`src/rtl/pira_pkg.sv`:
```
// Shared constants, codes and types of the positional insert/remove array.
`default_nettype none

package pira_pkg;

   localparam int DEPTH  = 64;
   localparam int WORD_W = 64;
   localparam int CNT_W  = 7;
   localparam int POS2_W = 6;
   localparam int MODE_W = 3;
   localparam int STAT_W = 2;
   localparam int GROUP  = 8;
   localparam int NGRP   = (DEPTH + GROUP - 1) / GROUP;

   localparam logic [CNT_W-1:0] DEPTH_CNT = CNT_W'(DEPTH);
   localparam logic [CNT_W-1:0] CAP_RESET = CNT_W'(64);

   localparam logic [MODE_W-1:0] MODE_FILL   = 3'd0;
   localparam logic [MODE_W-1:0] MODE_READ   = 3'd1;
   localparam logic [MODE_W-1:0] MODE_WRITE  = 3'd2;
   localparam logic [MODE_W-1:0] MODE_INSERT = 3'd3;
   localparam logic [MODE_W-1:0] MODE_REMOVE = 3'd4;
   localparam logic [MODE_W-1:0] MODE_SWAP   = 3'd5;

   localparam logic [STAT_W-1:0] STAT_OK    = 2'd0;
   localparam logic [STAT_W-1:0] STAT_RANGE = 2'd1;
   localparam logic [STAT_W-1:0] STAT_FULL  = 2'd2;

   typedef enum logic [2:0] {
      CELL_HOLD   = 3'd0,
      CELL_FILL   = 3'd1,
      CELL_WRITE  = 3'd2,
      CELL_INSERT = 3'd3,
      CELL_REMOVE = 3'd4,
      CELL_SWAP   = 3'd5
   } cell_op_type;

   typedef struct packed {
      cell_op_type             op;
      logic [CNT_W-1:0]        pos;
      logic [POS2_W-1:0]       pos2;
      logic [CNT_W-1:0]        count;
      logic [WORD_W-1:0]       data;
      logic [WORD_W-1:0]       val_a;
      logic [WORD_W-1:0]       val_b;
   } cell_cmd_type;

endpackage

`default_nettype wire

```
`src/rtl/pira_cell.sv`:
```
// One slot of the array: holds a word and loads from data, a neighbor or a swap word on command.
`default_nettype none

module pira_cell (
   input  wire                              clock,
   input  pira_pkg::cell_cmd_type           cmd,
   input  wire [pira_pkg::CNT_W-1:0]        cell_idx,
   input  wire [pira_pkg::WORD_W-1:0]       left_value,
   input  wire [pira_pkg::WORD_W-1:0]       right_value,
   output logic [pira_pkg::WORD_W-1:0]      slot_value,
   output logic [pira_pkg::WORD_W-1:0]      hit_a,
   output logic [pira_pkg::WORD_W-1:0]      hit_b
);
   import pira_pkg::*;

   logic [WORD_W-1:0] slot_ff;
   logic [WORD_W-1:0] slot_in;
   logic              eq_pos;
   logic              eq_pos2;

   assign eq_pos     = (cell_idx == cmd.pos);
   assign eq_pos2    = (cell_idx == CNT_W'(cmd.pos2));
   assign slot_value = slot_ff;
   assign hit_a      = eq_pos  ? slot_ff : '0;
   assign hit_b      = eq_pos2 ? slot_ff : '0;

   always_comb begin
      slot_in = slot_ff;
      unique case (cmd.op)
         CELL_FILL: begin
            if (cell_idx < cmd.pos) slot_in = cmd.data;
         end
         CELL_WRITE: begin
            if (eq_pos) slot_in = cmd.data;
         end
         CELL_INSERT: begin
            if (eq_pos) begin
               slot_in = cmd.data;
            end else if (cell_idx > cmd.pos && cell_idx <= cmd.count) begin
               slot_in = left_value;
            end
         end
         CELL_REMOVE: begin
            if (cell_idx >= cmd.pos) slot_in = right_value;
         end
         CELL_SWAP: begin
            if (eq_pos2) slot_in = cmd.val_a;
            if (eq_pos) slot_in = cmd.val_b;
         end
         default: begin
            slot_in = slot_ff;
         end
      endcase
   end

   always_ff @(posedge clock) begin
      slot_ff <= slot_in;
   end

endmodule

`default_nettype wire

```
`config.mk`:
```
export PLATFORM = sky130hd
export DESIGN_NAME = pira_cell
export DESIGN_NICKNAME = d
export VERILOG_FILES = /design/src/rtl/pira_pkg.sv /design/src/rtl/pira_cell.sv
export SDC_FILE = /design/constraint.sdc
export NUM_CORES = 1
export LEC_CHECK = 0
export ABC_AREA = 1
export BUFFER_PORTS_ARGS = -buffer_cell sky130_fd_sc_hd__clkbuf_2
export CAP_MARGIN = 20
export CORE_AREA = 2 2 213 215
export DETAILED_ROUTE_END_ITERATION = 16
export DIE_AREA = 0 0 215 217
export PLACE_DENSITY = 0.38
export SKIP_CTS_REPAIR_TIMING = 1
export SLEW_MARGIN = 20
export SYNTH_ARGS = -nofsm -noshare
export SYNTH_HDL_FRONTEND = slang
export SYNTH_SLANG_ARGS = --single-unit
```
`constraint.sdc`:
```
create_clock -name clock -period 10.1 [get_ports clock]
set_clock_uncertainty 0.2 [all_clocks]
set_input_delay 0.505 -clock clock [delete_from_list [all_inputs] [get_ports clock]]
set_output_delay 0.505 -clock clock [all_outputs]
set_load 0.02 [all_outputs]
```
# Yosys cells after proc, flatten, opt, wreduce, memory -nomap -nowiden
# Cells that the tools add are included.
[totals]
out_inout_bits = 192
elab_cells = 30
in_bits = 351
regBits = 64
[op_classes]
reduce_logical = 3
n_mux = 10
n_eq_ne = 12
order_cmp = 4
[ops]
columns = ["cell", "count"]
rows = [
  ["$mux W64", 9],
  ["$pmux W64 S5", 1],
  ["$eq A7 B6 Y1", 1],
  ["$eq A7 B7 Y1", 1],
  ["$ge A7 B7 Y1", 1],
  ["$gt A7 B7 Y1", 1],
  ["$le A7 B7 Y1", 1],
  ["$lt A7 B7 Y1", 1],
  ["$eq A3 B2 Y1 const B", 2],
  ["$eq A3 B3 Y1 const B", 2],
  ["$ne A2 B2 Y1 const B", 3],
  ["$ne A3 B3 Y1 const B", 2],
  ["$reduce_and A6 Y1", 1],
  ["$reduce_bool A5 Y1", 1],
  ["$eq A3 B1 Y1 const B", 1],
  ["$logic_and A1 B1 Y1", 1],
]

# Depth between registers and ports, before layout
[logic_depth]
ltp_word = 5
depth_mapped = 12
depth_no_buf = 12

# Least setup slack after synthesis
# Ideal clock, no wire load.
[synth_timing]
path_type = "input to register"
start = "in cmd[207] (netlist name)"
end = "reg slot_ff[0], in the netlist slot_value[0], enable pin"
arrival_ns = 4.238
slack_ns = 5.175
setup_ns = 0.487
path_stages = 11
path_cell_list = "inv_1 -> ha_1 -> nand2_1 -> nor2_1 -> nand2_4 -> inv_1 -> buf_4 -> nand3_1 -> nand3_1 -> nand3_1 -> nor2_1"
[synth_via]
elab_chain_len = 4
[synth_rtl]
columns = ["element", "line", "source"]
rows = [
  ["start, declared", "pira_cell.sv:6", "input pira_pkg::cell_cmd_type cmd,"],
  ["$gt A7 B7 Y1", "pira_cell.sv:39", "end else if (cell_idx > cmd.pos && cell_idx <= cmd.count) begin"],
  ["$logic_and A1 B1 Y1", "pira_cell.sv:39", ""],
  ["$ne A3 B3 Y1 (no source line)", "-", ""],
  ["$reduce_and A6 Y1 (no source line) *", "-", ""],
  ["end signal, assigned", "pira_cell.sv:57", "slot_ff <= slot_in;"],
  ["end, declared", "pira_cell.sv:16", "logic [WORD_W-1:0] slot_ff;"],
]
# Mark *: on every way between the ends. The rest lies on a longest branch, timed or not.
# A chain may end at the register's enable or synchronous reset.

# Worst setup path in the final report
[layout_timing]
start = "in cell_idx[2] (netlist name)"
end = "reg slot_ff[53], in the netlist slot_value[53], enable pin"
[layout_via]
elab_chain_len = 4
[layout_rtl]
columns = ["element", "line", "source"]
rows = [
  ["start, declared", "pira_cell.sv:7", "input wire [pira_pkg::CNT_W-1:0] cell_idx,"],
  ["$gt A7 B7 Y1 or $le A7 B7 Y1 (tied branches)", "pira_cell.sv:39", ""],
  ["$logic_and A1 B1 Y1", "pira_cell.sv:39", ""],
  ["$ne A3 B3 Y1 (no source line)", "-", ""],
  ["$reduce_and A6 Y1 (no source line) *", "-", ""],
]
# Marks and branches as above.

==> impl_metrics.json <==
{
  "cp_slowest_cell": "nor2_4",
  "yosysWarnings": 0,
  "cp-start-kind": "input port",
  "setup_viol": 0,
  "final_common_cell": "clkbuf_2",
  "first_iter_violations": 323,
  "status": "complete, no violations",
  "finalCritPeriodShare_pct": 45.9,
  "worstPathArrival_ns": 4.43,
  "routed_wl_um": 33500,
  "grt_pass1_vias": 7877,
  "max_freq_ghz": 0.216,
  "boundaryPins": 543,
  "first_pass_iters": 5,
  "final_cell_mix": "clkbuf_2, nand2_1, inv_1",
  "largest_reg_flops": 64,
  "synth-seq-area-share_pct": 32.8,
  "syn_area_sq_mm": 0.00586,
  "grt_first_pass_wirelength_um": 48300,
  "grt_max_degree": 112,
  "core_region_area_sq_mm": 0.0447,
  "cts_sinks": 64,
  "vias": 7888,
  "path_max_fanout": 111,
  "worst_pin_slew_ns": 1.05,
  "relSlewSlack_pct": 30.0,
  "htreeDepth": 3,
  "synth_edf_count": 64,
  "max-vdd-ir-drop_mv": 0.0684,
  "finalHoldViolations": 0,
  "antenna_found_initial": 0,
  "power_density_mw_per_mm2": 109,
  "drv_slew": 0,
  "die_area_sq_mm": 0.0467,
  "ys.flop_type": "edfxtp_1",
  "dp_hpwl_um": 26200,
  "die_y_um": 217,
  "cts_buffers": 9,
  "rows": 78,
  "clockBufferDepth": 2,
  "dpl_cell_area_sq_mm": 0.00915,
  "tritoncts": "done",
  "drive_above_1_share_pct": 41.9,
  "ys_seq_elements": 64,
  "post_drt_wl_per_cell_um": 16.6,
  "crit_path_frequent_cell": "nand3_1",
  "worst-setup-path-type": "input port to flip-flop",
  "crit_chain": "clkbuf_2 -> ha_1 -> nand2_1 -> nor2_1 -> nand2_8 -> inv_2 -> buf_4 -> nand3_1 -> nand3_1 -> nand3_1 -> nor2_4 -> buf_4",
  "avgSynthCellArea_sq_um": 6.45,
  "root_buffer": "clkbuf_16",
  "synthCells": 909,
  "design_area_sq_mm": 0.00947,
  "leakagePower_nw": 5.45,
  "grt.overflow.total": 0,
  "tns_ns": 0,
  "viasPerCell": 3.91,
  "diodes": 0,
  "nets": 1775,
  "start_util_pct": 13.1,
  "fin_util_pct": 21.2,
  "total_power_mw": 1.03,
  "cap_violations": 0,
  "gp_congestion": 0.865,
  "syn_nets": 1274,
  "cp-end-kind": "flip-flop",
  "drcViolationCount": 0,
  "area_delta_synth_final_pct": 61.5,
  "hp-class": "input port to flip-flop",
  "fin_crit_ns": 4.64,
  "required_ns": 9.89,
  "io_buffers": 542,
  "track_usage_pct": 13.8,
  "async_flop_share_pct": 0,
  "clk_pin_slew_ns": 0.06,
  "ys_types": 28,
  "slowest_delay_ns": 0.78,
  "rsz0062_at_grt": "false",
  "antenna_left": 0,
  "fp.dieW_um": 215
}
report_power, final:
group | total, mW | leakage [nW] | internal (mW) | switching [mW]
combinational | 0.305 | 4.69 | 0.114 | 0.191
sequential | 0.375 | 0.599 | 0.343 | 0.0317
clock | 0.350 | 0.156 | 0.215 | 0.134
total | 1.03 | 5.45 | 0.673 | 0.358
cell usage after synthesis (2+ instances only):
cell type	number	area (sq um)
nor2_2	2	12.5
clkbuf_1	29	109
inv_1	166	623
nand2_1	215	807
edfxtp_1	64	1920
buf_1	5	18.8
nand4_1	65	407
buf_6	4	45.0
xor2_1	3	26.3
a21oi_1	5	25.0
o21ai_0	86	430
o211ai_1	46	345
nor2_1	138	518
ha_1	14	175
or2_2	17	106
inv_2	2	7.51
xnor2_1	2	17.5
nand3_1	6	30.0
o21ai_1	12	60.1
buf_2	20	100
final timing paths:
kind,start,end,cells after the start
worst max-delay path,cell_idx[2],slot_value[53],12
worst min-delay path,left_value[56],slot_value[56],3
worst max-delay path: cells and delay by family:
kind / cells / cell delay [ns]
adder cells (fa/ha/maj): 1 / 0.31
buffers and inverters: 4 / 1.51
AND/OR/NAND/NOR: 7 / 1.97
routing by layer:
metal	GRT usage (%)	routed length (um)
met1	17.1	14200
met2	23.7	16500
met3	3.16	2150
met4	4.39	739
met5	0	0
kinds of logic after synthesis:
| family | count (synthesis) | share of synthesized area [%] |
|---|---|---|
| AO/OA/AOI/OAI | 150 | 14.8 |
| AND/OR/NAND/NOR | 449 | 33.1 |
| adder cells (fa/ha/maj) | 14 | 2.99 |
| XOR/XNOR | 5 | 0.747 |
| buffers and inverters | 227 | 15.5 |
| flip-flops | 64 | 32.8 |
stage by stage:
step | hold WS [ns] | cells | setup WS (ns)
2_1_floorplan | 0.511 | 909 | 5.17
3_3_place_gp | 0.602 | 1998 | 4.99
3_5_place_dp | 0.607 | 1999 | 4.95
4_1_cts | 0.217 | 2015 | 5.33
5_1_grt | 0.222 | 2015 | 5.02
6_report | 0.245 | 2015 | 5.46
layout make-up:
cell class | count | area, sq um
inverter | 168 | 631
timing repair buffer | 549 | 2790
tap | 600 | 751
fill | 5231 | 35200
sequential | 64 | 1920
clock inverter | 6 | 83.8
multi-input combinational | 618 | 3070
clock buffer | 10 | 229
Note: power is estimated with default switching activity, not from simulation.
